$ cat src/rtl/esc_pkg.sv
package esc_pkg;

  localparam int unsigned SecsWidth = 32;
  localparam int unsigned DaysWidth = 16;
  localparam int unsigned YearWidth = 12;

  localparam logic [SecsWidth-1:0] SecsPerDay  = 32'd86400;
  localparam logic [SecsWidth-1:0] SecsPerHour = 32'd3600;
  localparam logic [SecsWidth-1:0] SecsPerMin  = 32'd60;
  localparam logic [SecsWidth-1:0] DaysPerWeek = 32'd7;

  // Quotient bits minus one for each restoring division pass.
  localparam logic [3:0] DayDivLast  = 4'd15;
  localparam logic [3:0] HourDivLast = 4'd4;
  localparam logic [3:0] MinDivLast  = 4'd5;
  localparam logic [3:0] WdayDivLast = 4'd13;

  // 1970-01-01 was a Thursday.
  localparam logic [SecsWidth-1:0] EpochWeekday = 32'd4;

  localparam logic [YearWidth-1:0] EpochYear    = 12'd1970;
  localparam logic [6:0]           EpochMod100  = 7'd70;
  localparam logic [8:0]           EpochMod400  = 9'd370;
  localparam logic [6:0]           Mod100Last   = 7'd99;
  localparam logic [8:0]           Mod400Last   = 9'd399;

  localparam logic [SecsWidth-1:0] DaysCommon = 32'd365;
  localparam logic [SecsWidth-1:0] DaysLeap   = 32'd366;

  localparam logic [3:0] MonJan = 4'd0;
  localparam logic [3:0] MonFeb = 4'd1;
  localparam logic [3:0] MonDec = 4'd11;

  typedef enum logic [2:0] {
    ST_IDLE,
    ST_DAYS,
    ST_HOUR,
    ST_MIN,
    ST_WDAY,
    ST_YEAR,
    ST_MONTH,
    ST_OUT
  } state_t;

  // Result beat, last field in the lowest bits.
  typedef struct packed {
    logic [6:0]           pad;
    logic [2:0]           weekday;
    logic [5:0]           second;
    logic [5:0]           minute;
    logic [4:0]           hour;
    logic [4:0]           day_of_month;
    logic [3:0]           month;
    logic [YearWidth-1:0] year;
  } result_t;

  // Days in month, months counted from 0.
  function automatic logic [4:0] month_len(input logic [3:0] mon, input logic leap);
    logic [4:0] len;
    case (mon)
      4'd1:    len = leap ? 5'd29 : 5'd28;
      4'd3:    len = 5'd30;
      4'd5:    len = 5'd30;
      4'd8:    len = 5'd30;
      4'd10:   len = 5'd30;
      default: len = 5'd31;
    endcase
    return len;
  endfunction

endpackage

$ cat src/rtl/epoch_seconds_to_calendar.sv
// Steps: day, hour, minute and weekday division passes, then year and month
//   stripping; every step is one pass through the shared 32-bit subtractor.
// Throughput: one beat at a time; a new input beat is taken once the result is
//   in the output register, even while that result still waits for m_tready.
// Reset: rst (synchronous, active high) clears the sequencer and m_tvalid.
module epoch_seconds_to_calendar (
  input  logic        clk,
  input  logic        rst,
  input  logic        s_tvalid,
  output logic        s_tready,
  input  logic [31:0] s_tdata,   // [31:0] seconds_count
  output logic        m_tvalid,
  input  logic        m_tready,
  output logic [47:0] m_tdata    // [11:0] year, [15:12] month, [20:16] day_of_month,
                                 // [25:21] hour, [31:26] minute, [37:32] second,
                                 // [40:38] weekday, [47:41] zero
);

  localparam int unsigned W = esc_pkg::SecsWidth;

  esc_pkg::state_t state, state_next;

  // Working registers of the sequencer.
  logic [W-1:0]                     rem, rem_next;      // running remainder
  logic [W-1:0]                     dvs, dvs_next;      // shifted divisor
  logic [esc_pkg::DaysWidth-1:0]    quot, quot_next;    // quotient bits, shifted in
  logic [3:0]                       cnt, cnt_next;      // steps left in a division, less one
  logic [esc_pkg::DaysWidth-1:0]    days, days_next;
  logic [esc_pkg::YearWidth-1:0]    year, year_next;
  logic [6:0]                       ymod100, ymod100_next;
  logic [8:0]                       ymod400, ymod400_next;
  logic [3:0]                       mon, mon_next;
  logic [4:0]                       hour, hour_next;
  logic [5:0]                       minute, minute_next;
  logic [5:0]                       second, second_next;
  logic [2:0]                       weekday, weekday_next;

  esc_pkg::result_t result, result_next;
  logic             out_valid, out_valid_next;

  // Shared unit operands.
  logic [W-1:0] sub_b;
  logic [W-1:0] sub_diff;
  logic         sub_ge;
  logic         leap;
  logic         out_free;

  esc_sub_unit u_sub (
    .a    (rem),
    .b    (sub_b),
    .diff (sub_diff),
    .ge   (sub_ge)
  );

  // Full 4/100/400 rule, tracked with year counters modulo 100 and 400.
  assign leap = (year[1:0] == 2'b00) && ((ymod100 != 7'd0) || (ymod400 == 9'd0));

  assign out_free = ~out_valid | m_tready;

  assign s_tready = (state == esc_pkg::ST_IDLE);
  assign m_tvalid = out_valid;
  assign m_tdata  = result;

  // Subtrahend select: divisor for the division passes, year length, month length.
  always_comb begin
    case (state)
      esc_pkg::ST_YEAR:  sub_b = leap ? esc_pkg::DaysLeap : esc_pkg::DaysCommon;
      esc_pkg::ST_MONTH: sub_b = W'(esc_pkg::month_len(mon, leap));
      default:           sub_b = dvs;
    endcase
  end

  always_comb begin
    state_next     = state;
    rem_next       = rem;
    dvs_next       = dvs;
    quot_next      = quot;
    cnt_next       = cnt;
    days_next      = days;
    year_next      = year;
    ymod100_next   = ymod100;
    ymod400_next   = ymod400;
    mon_next       = mon;
    hour_next      = hour;
    minute_next    = minute;
    second_next    = second;
    weekday_next   = weekday;
    result_next    = result;
    out_valid_next = out_valid & ~m_tready;

    // Restoring division step shared by the four division passes.
    if (state == esc_pkg::ST_DAYS || state == esc_pkg::ST_HOUR ||
        state == esc_pkg::ST_MIN  || state == esc_pkg::ST_WDAY) begin
      if (sub_ge) begin
        rem_next = sub_diff;
      end
      quot_next = {quot[esc_pkg::DaysWidth-2:0], sub_ge};
      dvs_next  = dvs >> 1;
      cnt_next  = cnt - 4'd1;
    end

    case (state)
      esc_pkg::ST_IDLE: begin
        if (s_tvalid) begin
          rem_next   = s_tdata;
          dvs_next   = esc_pkg::SecsPerDay << esc_pkg::DayDivLast;
          cnt_next   = esc_pkg::DayDivLast;
          quot_next  = '0;
          state_next = esc_pkg::ST_DAYS;
        end
      end
      esc_pkg::ST_DAYS: begin
        // Quotient is the day count, remainder the second of the day.
        if (cnt == 4'd0) begin
          days_next  = quot_next;
          dvs_next   = esc_pkg::SecsPerHour << esc_pkg::HourDivLast;
          cnt_next   = esc_pkg::HourDivLast;
          quot_next  = '0;
          state_next = esc_pkg::ST_HOUR;
        end
      end
      esc_pkg::ST_HOUR: begin
        if (cnt == 4'd0) begin
          hour_next  = quot_next[4:0];
          dvs_next   = esc_pkg::SecsPerMin << esc_pkg::MinDivLast;
          cnt_next   = esc_pkg::MinDivLast;
          quot_next  = '0;
          state_next = esc_pkg::ST_MIN;
        end
      end
      esc_pkg::ST_MIN: begin
        // Start the weekday pass on days + 4 (epoch was a Thursday).
        if (cnt == 4'd0) begin
          minute_next = quot_next[5:0];
          second_next = rem_next[5:0];
          rem_next    = W'(days) + esc_pkg::EpochWeekday;
          dvs_next    = esc_pkg::DaysPerWeek << esc_pkg::WdayDivLast;
          cnt_next    = esc_pkg::WdayDivLast;
          quot_next   = '0;
          state_next  = esc_pkg::ST_WDAY;
        end
      end
      esc_pkg::ST_WDAY: begin
        if (cnt == 4'd0) begin
          weekday_next = rem_next[2:0];
          rem_next     = W'(days);
          year_next    = esc_pkg::EpochYear;
          ymod100_next = esc_pkg::EpochMod100;
          ymod400_next = esc_pkg::EpochMod400;
          state_next   = esc_pkg::ST_YEAR;
        end
      end
      esc_pkg::ST_YEAR: begin
        // Strip one whole year per cycle.
        if (sub_ge) begin
          rem_next     = sub_diff;
          year_next    = year + 12'd1;
          ymod100_next = (ymod100 == esc_pkg::Mod100Last) ? 7'd0 : ymod100 + 7'd1;
          ymod400_next = (ymod400 == esc_pkg::Mod400Last) ? 9'd0 : ymod400 + 9'd1;
        end else begin
          mon_next   = esc_pkg::MonJan;
          state_next = esc_pkg::ST_MONTH;
        end
      end
      esc_pkg::ST_MONTH: begin
        // December absorbs whatever is left.
        if (sub_ge && mon != esc_pkg::MonDec) begin
          rem_next = sub_diff;
          mon_next = mon + 4'd1;
        end else begin
          state_next = esc_pkg::ST_OUT;
        end
      end
      esc_pkg::ST_OUT: begin
        // Hold until the output register is free, then load it.
        if (out_free) begin
          result_next.pad          = '0;
          result_next.weekday      = weekday;
          result_next.second       = second;
          result_next.minute       = minute;
          result_next.hour         = hour;
          result_next.day_of_month = rem[4:0] + 5'd1;
          result_next.month        = mon + 4'd1;
          result_next.year         = year;
          out_valid_next           = 1'b1;
          state_next               = esc_pkg::ST_IDLE;
        end
      end
      default: begin
        state_next = esc_pkg::ST_IDLE;
      end
    endcase
  end

  always_ff @(posedge clk) begin
    if (rst) begin
      state     <= esc_pkg::ST_IDLE;
      out_valid <= 1'b0;
    end else begin
      state     <= state_next;
      out_valid <= out_valid_next;
    end
  end

  always_ff @(posedge clk) begin
    rem     <= rem_next;
    dvs     <= dvs_next;
    quot    <= quot_next;
    cnt     <= cnt_next;
    days    <= days_next;
    year    <= year_next;
    ymod100 <= ymod100_next;
    ymod400 <= ymod400_next;
    mon     <= mon_next;
    hour    <= hour_next;
    minute  <= minute_next;
    second  <= second_next;
    weekday <= weekday_next;
    result  <= result_next;
  end

endmodule

$ cat src/rtl/esc_sub_unit.sv
// Shared compare-and-subtract: diff = a - b, ge set when a >= b.
module esc_sub_unit (
  input  logic [esc_pkg::SecsWidth-1:0] a,
  input  logic [esc_pkg::SecsWidth-1:0] b,
  output logic [esc_pkg::SecsWidth-1:0] diff,
  output logic                          ge
);

  logic borrow;

  assign {borrow, diff} = {1'b0, a} - {1'b0, b};
  assign ge = ~borrow;

endmodule

$ cat config.mk
export PLATFORM = sky130hd
export DESIGN_NAME = epoch_seconds_to_calendar
export DESIGN_NICKNAME = d
export VERILOG_FILES = /design/src/rtl/esc_pkg.sv /design/src/rtl/epoch_seconds_to_calendar.sv /design/src/rtl/esc_sub_unit.sv
export SDC_FILE = /design/constraint.sdc
export NUM_CORES = 1
export LEC_CHECK = 0
export BUFFER_PORTS_ARGS = -buffer_cell sky130_fd_sc_hd__clkbuf_2
export CAP_MARGIN = 20
export CORE_MARGIN = 2
export CORE_UTILIZATION = 45
export DETAILED_ROUTE_END_ITERATION = 16
export GPL_ROUTABILITY_DRIVEN = 0
export GPL_TIMING_DRIVEN = 0
export PLACE_DENSITY = 0.63
export SLEW_MARGIN = 20
export SYNTH_ARGS = -nofsm -noshare
export SYNTH_HDL_FRONTEND = slang
export SYNTH_SLANG_ARGS = --single-unit
export TNS_END_PERCENT = 20
$ cat constraint.sdc
create_clock -name clk -period 5.2 [get_ports clk]
set_input_delay 0.78 -clock clk [delete_from_list [all_inputs] [get_ports clk]]
set_output_delay 0.78 -clock clk [all_outputs]
set_load 0.01 [all_outputs]
# Yosys cells after proc, flatten, opt, wreduce, memory -nomap -nowiden
# Cells that the tools add are included.
# word_totals
memories,0
reg_bits,197
output_inout_bits,50
rom_bits,0
latch_bits,0
ram_bits,0
input_bits,36
word_cells,136
# classes
magnitude_cmp,0
muxes,53
mul,0
eq_ne,25
n_div,0
n_shift,0
n_bitwise,5
reduce_logical,23
add_sub_neg,8
# ops
op,count
two-way mux 32 bit,12
one-hot mux 32 bit (5 select lines),1
one-hot mux 32 bit (4 select lines),1
one-hot mux 32 bit (2 select lines),1
two-way mux 16 bit,3
subtractor 32 x 32 -> 33 bit,1
one-hot mux 16 bit (2 select lines),1
two-way mux 4 bit,7
two-way mux 9 bit,3
two-way mux 12 bit,2
two-way mux 3 bit,8
one-hot mux 12 bit (2 select lines),1
one-hot mux 3 bit (8 select lines),1
two-way mux 7 bit,3
one-hot mux 9 bit (2 select lines),1
adder 16 x 3 -> 17 bit (second input constant),1
one-hot mux 4 bit (4 select lines),1
one-hot mux 7 bit (2 select lines),1
adder 12 x 1 -> 12 bit (second input constant),1
== test 3 bit (second input constant),4
!= test 2 x 1 -> 1 bit (second input constant),5
!= test 2 bit (second input constant),5
AND reduction 2 bit,5
adder 9 x 1 -> 9 bit (second input constant),1
other kinds (32),44

# Longest topological paths before layout
# logic_depth
word_depth,11
depth_mapped,22
mapped_depth_nobuf,20

# Cells and area by module
# A second synthesis with hierarchy kept.
# hier_totals
hier_cells,1204
area_unflattened_um2,11265.8
# by_module_without_submodules
mod,cells_per_inst,area_per_inst_um2,seq_area_each_um2,n_inst
epoch_seconds_to_calendar,928,9351.5,5034.8,1
esc_sub_unit,276,1914.3,0.0,1

# Worst setup path before layout
# Ideal clock, no wire load.
# synth_path
path_kind,reg2reg
from,register state[0]
to,register year[0] (netlist bit) (enable)
synth_period_minus_slack_ps,4856
path_stages_with_launch,21
t_required_ps,4787
path_slack_ps,344
arrival_time_ps,4443
path_buffers,4
setup_time_ps,413
path_cell_list,dfxtp_1 > inv_1 > ha_1 > clkbuf_1 > and2_0 > and3_1 > o32ai_1 > nor2_1 > ha_1 > inv_1 > fa_1 > a211oi_1 > o21bai_2 > o221ai_2 > o211ai_2 > a31oi_4 > buf_6 > and2_1 > buf_6 > buf_4 > nor2_1
# synth_via
elab_chain_cells,5
word_cells_on_any_way,9
classes_between,1 x add/sub; 5 x eq/ne; 1 x mux; 2 x reduce/logical
# synth_lines
element,line_no,rtl
"start, declared",epoch_seconds_to_calendar.sv:21,"esc_pkg::state_t state, state_next;"
"start signal, assigned",epoch_seconds_to_calendar.sv:197,state <= esc_pkg::ST_IDLE;
"start signal, assigned",epoch_seconds_to_calendar.sv:200,state <= state_next;
== test 3 bit (on tied branches),"epoch_seconds_to_calendar.sv:66, epoch_seconds_to_calendar.sv:102",
one-hot mux 32 bit (2 select lines),epoch_seconds_to_calendar.sv:66,case (state)
subtractor 32 x 32 -> 33 bit,esc_sub_unit.sv:11,"assign {borrow, diff} = {1'b0, a} - {1'b0, b};"
!= test 2 bit (no line),--,
AND reduction 3 bit (no line) (*),--,
"end signal, assigned",epoch_seconds_to_calendar.sv:211,year <= year_next;
"end, declared",epoch_seconds_to_calendar.sv:29,"logic [esc_pkg::YearWidth-1:0] year, year_next;"
# Mark *: on every way between the ends. The rest lies on a longest branch, timed or not.
# A chain may end at the register's enable or synchronous reset.

# Worst setup path in the final report
# layout_path
from,register state[0]
to,register mon[0] (enable)
# layout_via
elab_chain_cells,7
word_cells_on_any_way,10
classes_between,1 x add/sub; 4 x eq/ne; 1 x mux; 1 x bitwise; 3 x reduce/logical
# layout_lines
element,line_no,rtl
== test 3 bit,"epoch_seconds_to_calendar.sv:66, epoch_seconds_to_calendar.sv:102",
one-hot mux 32 bit (2 select lines),epoch_seconds_to_calendar.sv:66,
subtractor 32 x 32 -> 33 bit,esc_sub_unit.sv:11,
NOT 1 bit,esc_sub_unit.sv:12,assign ge = ~borrow;
logical AND 1 bit,epoch_seconds_to_calendar.sv:167,if (sub_ge && mon != esc_pkg::MonDec) begin
!= test 2 bit (no line),--,
AND reduction 3 bit (no line) (*),--,
"end signal, assigned",epoch_seconds_to_calendar.sv:214,mon <= mon_next;
"end, declared",epoch_seconds_to_calendar.sv:32,"logic [3:0] mon, mon_next;"
# Marked as above.

==> impl_metrics.csv <==
group,metric,value,unit
route,drt.antenna.violating_nets,0,
global_routing,grt-ovfl-total,0,
route,met2WireLength,12560,um
critical_path,crit_type,"register to register",
synthesis,synth_mux_area_frac,0.01297,
synthesis,synth_xor_area_frac,0.04332,
synthesis,netlist_top_cells_area,"edfxtp_1 (31%), dfxtp_1 (17%), nand2_1 (7.5%)",
synthesis,synth-simple-area-share,0.1671,
final_layout,drive_gt1_frac,0.1365,
power,max-vdd-ir-drop,0.3477,mV
critical_path,cp_max_fo,10,
sta,rsz0062_at_grt,"false",
sta,hold_viol_final,0,
floorplanning,rows,55,
synthesis,synth_area,10510,um2
synthesis,yosys_warnings,0,
final_layout,utilization,0.5262,
job,drv_cap,0,
synthesis,async_reset_ff_frac,0,
clocking,cts_buffers,17,
synthesis,synth_ff_type,"edfxtp_1",
place,numPlacedInstances,1526,
route,wl_met3,1622,um
final_layout,layout.nets,1319,
route,drt_pass1_iterations,7,
clocking,clockBufferDepth,2,
floorplanning,core-area,22780,um2
sta,min_period_over_period,0.9335,
power,power.total,6.769,mW
synthesis,synth_top_family_by_area,"compound AO/OA/AOI/OAI gates",
worst_hold_path,whs_endpoint,"m_tdata[35]",
sta,finalSetupViolations,0,
global_routing,gr-usage-all-layers,0.2242,
clocking,htreeDepth,4,
synthesis,synth_seq_cells,197,
clocking,cts_tree,"done",
floorplanning,die-area,24600,um2
final_layout,fin_area,11990,um2
worst_hold_path,worstHoldStart,"second[3]",
floorplanning,pin_count,86,
critical_path,crit_path_start_kind,"register",
floorplanning,die_width,156.8,um
final_layout,area_growth,14.02,%
global_routing,grt_antenna_before_repair,0,
route,drt-total-wl,27190,um
place,dpl_cell_area,11370,um2
synthesis,yosysSeqAreaShare,0.4789,
sta,tightest_slew,0.8911,ns
power,p_leak,4.618,nW
final_layout,nFillCells,2059,
critical_path,required,5.34,ns
critical_path,worstPathArrival,4.99,ns
route,vias_per_cell,5.625,
synthesis,synthAdderAreaFrac,0.06141,
place,hpwl,20400,um
floorplanning,chipHeight,156.8,um
route,wl_met1,12300,um
final_layout,diodes,0,
worst_hold_path,hold_path_class,"register to register",
critical_path,cp-end-kind,"register",
final_layout,multi_input_area,5124,um2
place,io_buffers,78,
final_layout,regArea,5035,um2
sta,slew_headroom,0.4049,
synthesis,netlist_instances,1127,
sta,fin_hold_ws,0.4180,ns
worst_hold_path,min_path_cells,0,
critical_path,r2r_cells,20,
synthesis,yosysTopAreaCell,"edfxtp_1",
global_routing,grt_pass1_wl,42700,um
route,via_count,8764,
sta,drv_slew,0,
critical_path,r2r-start,"state[0]",
global_routing,grt_pass1_vias,8038,
clocking,post-cts-setup-buffers,0,
final_layout,instances_no_fill,1558,
clocking,clk_latency,0.45,ns
clocking,cts_sinks,197,
route,topRoutingLayerUsed,"met4",
floorplanning,start_util,0.4615,
global_routing,grt_max_degree,30,
synthesis,synth_top_area_share,0.3114,
critical_path,reg2reg_to,"mon[0]",
route,wire_per_inst,17.45,um
clocking,cts_root_buffer,"clkbuf_16",
critical_path,ff2ff_setup_slack,0.35,ns
synthesis,synth_edf_count,109,
clocking,path_clk_slew,0.08,ns
sta,final.min_clock_period,4.854,ns
synthesis,avgSynthCellArea,9.328,um2
sta,timing.fmax,0.2060,GHz
route,drc,0,
synthesis,ys_types,77,
power,powerDensity,564.7,nW/um2
route,drt_iter0_markers,728,
sta,skew,0.01324,ns
status,status,"completed",
synthesis,synth_compound_area_frac,0.1977,
-- cells by family (layout without fill, tap and decap cells) --
group / count (synthesis) / count (layout)
and+or+nand+nor: 399 / 399
buffers and inverters: 87 / 199
xor gates and xnor gates: 52 / 52
DFF: 197 / 197
other: 1 / 7
AOI/OAI and AO/OA: 327 / 327
adders and majority gates: 51 / 51
muxes: 13 / 13
-- worst max path at each step --
stage / startpoint / end / slack, ns / cells after the start
after global routing: ymod400[4] / mon[0] / 0.02 / 21
after global placement: state[2] / ymod100[1] / -1.23 / 15
after CTS: state[0] / mon[3] / 0.02 / 20
after detailed placement: state[0] / rem[22] / -0.05 / 19
final: state[0] / mon[0] / 0.35 / 20
after floorplan: state[0] / year[0] / 0.34 / 20
-- routing by layer --
layer  vias to the layer above  track usage
met5                         -            0
met4                         0      0.08038
met3                        43      0.03157
met2                       279       0.3571
met1                      4151       0.3119
li1                       4291            -
-- power breakdown --
group	leakage, nW	total [mW]	internal, mW	switching [mW]
Sequential	1.79	2.02	1.87	0.157
Combinational	2.53	3.40	1.25	2.16
Clock	0.293	1.34	0.688	0.653
Total	4.62	6.77	3.80	2.97
-- state kept, by name, summed over array words and instances (netlist names) --
signal / flops
quot: 16
state: 3
mon: 4
ymod100: 7
rem: 32
days: 16
hour: 5
m_tdata: 41
ymod400: 9
weekday: 3
minute: 6
second: 6
dvs: 32
cnt: 4
m_tvalid: 1
year: 12
-- final cells by class --
cell class              count  area share
flip-flops and latches    197      0.4200
inverters                  27    0.008455
repair buffers             80     0.03591
plain buffers              60     0.02516
multi-input cells         849      0.4275
well taps                 313     0.03267
clock inverters            14     0.01451
clock buffers              18     0.03580
-- cell usage in the layout, fill, tap and decap left out, types with 5 or more instances in the layout --
master     instances
a222oi_1           5
ha_1              50
nand2_1          209
clkbuf_2          80
a31oi_1           18
nand3_1           32
dfxtp_1           88
nor2b_1           10
a211oi_1           9
a21o_1             8
a221o_1            9
nand2b_1           7
xor2_1            27
buf_4             10
and2_1             8
a21oi_1          107
conb_1             7
edfxtp_1         109
buf_2             11
nand4_1            9
mux2i_1            8
clkbuf_16         17
nor3_1            11
o21ai_1           11
clkbuf_1          32
o211ai_1           9
inv_1             27
and3_1            14
o21a_1             9
xnor2_1           25
nor2_1            73
o21ai_0           77
a22oi_1           16
mux2_2             5
or3_1              5
-- Yosys cell counts (5+ instances only) --
cell type and number:
o211ai_1 9, mux2_2 5, nor2_1 75, a211oi_1 10, and3_1 14, a21oi_1 108
o21ai_1 11, buf_4 10, nand2b_1 7, a221o_1 9, xor2_1 27, nor3_1 11
o21ai_0 77, nand3_1 32, a222oi_1 5, a22oi_1 16, nor2b_1 10, inv_1 27
or3_1 5, mux2i_1 8, xnor2_1 25, nand4_1 9, buf_2 11, a21o_1 8
clkbuf_1 32, edfxtp_1 109, and2_1 8, dfxtp_1 88, a31oi_1 18, o21a_1 9
nand2_1 209, ha_1 50
-- per-stage QoR --
| stage | setup slack, ns | setup TNS (ns) |
|---|---|---|
| floorplan | 0.3443 | 0 |
| global placement | -1.227 | -34.29 |
| detailed placement | -0.04844 | -0.2312 |
| CTS | 0.01749 | 0 |
| global route | 0.02243 | 0 |
| finish | 0.3458 | 0 |
-- worst max-delay path, stage by stage (launching register included) --
cell      delay (ns)
dfxtp_1         0.34
inv_1           0.10
ha_1            0.19
clkbuf_2        0.25
and2_2          0.28
and3_1          0.18
o32ai_1         0.08
nor2_1          0.23
ha_1            0.20
inv_1           0.05
fa_1            0.42
a211oi_1        0.38
o21bai_2        0.18
o221ai_2        0.20
o211ai_2        0.20
a31oi_4         0.29
buf_6           0.21
and2_1          0.15
buf_6           0.12
buf_4           0.21
a22o_1          0.26
-- what timing repair did --
action / 4_1_cts / 5_1_grt
gates resized for setup: 1 / 5
pin swaps: 0 / 0
hold buffers: 0 / 0
endpoints found under the setup margin: 10 / 66
(Power assumes the default switching activity.)
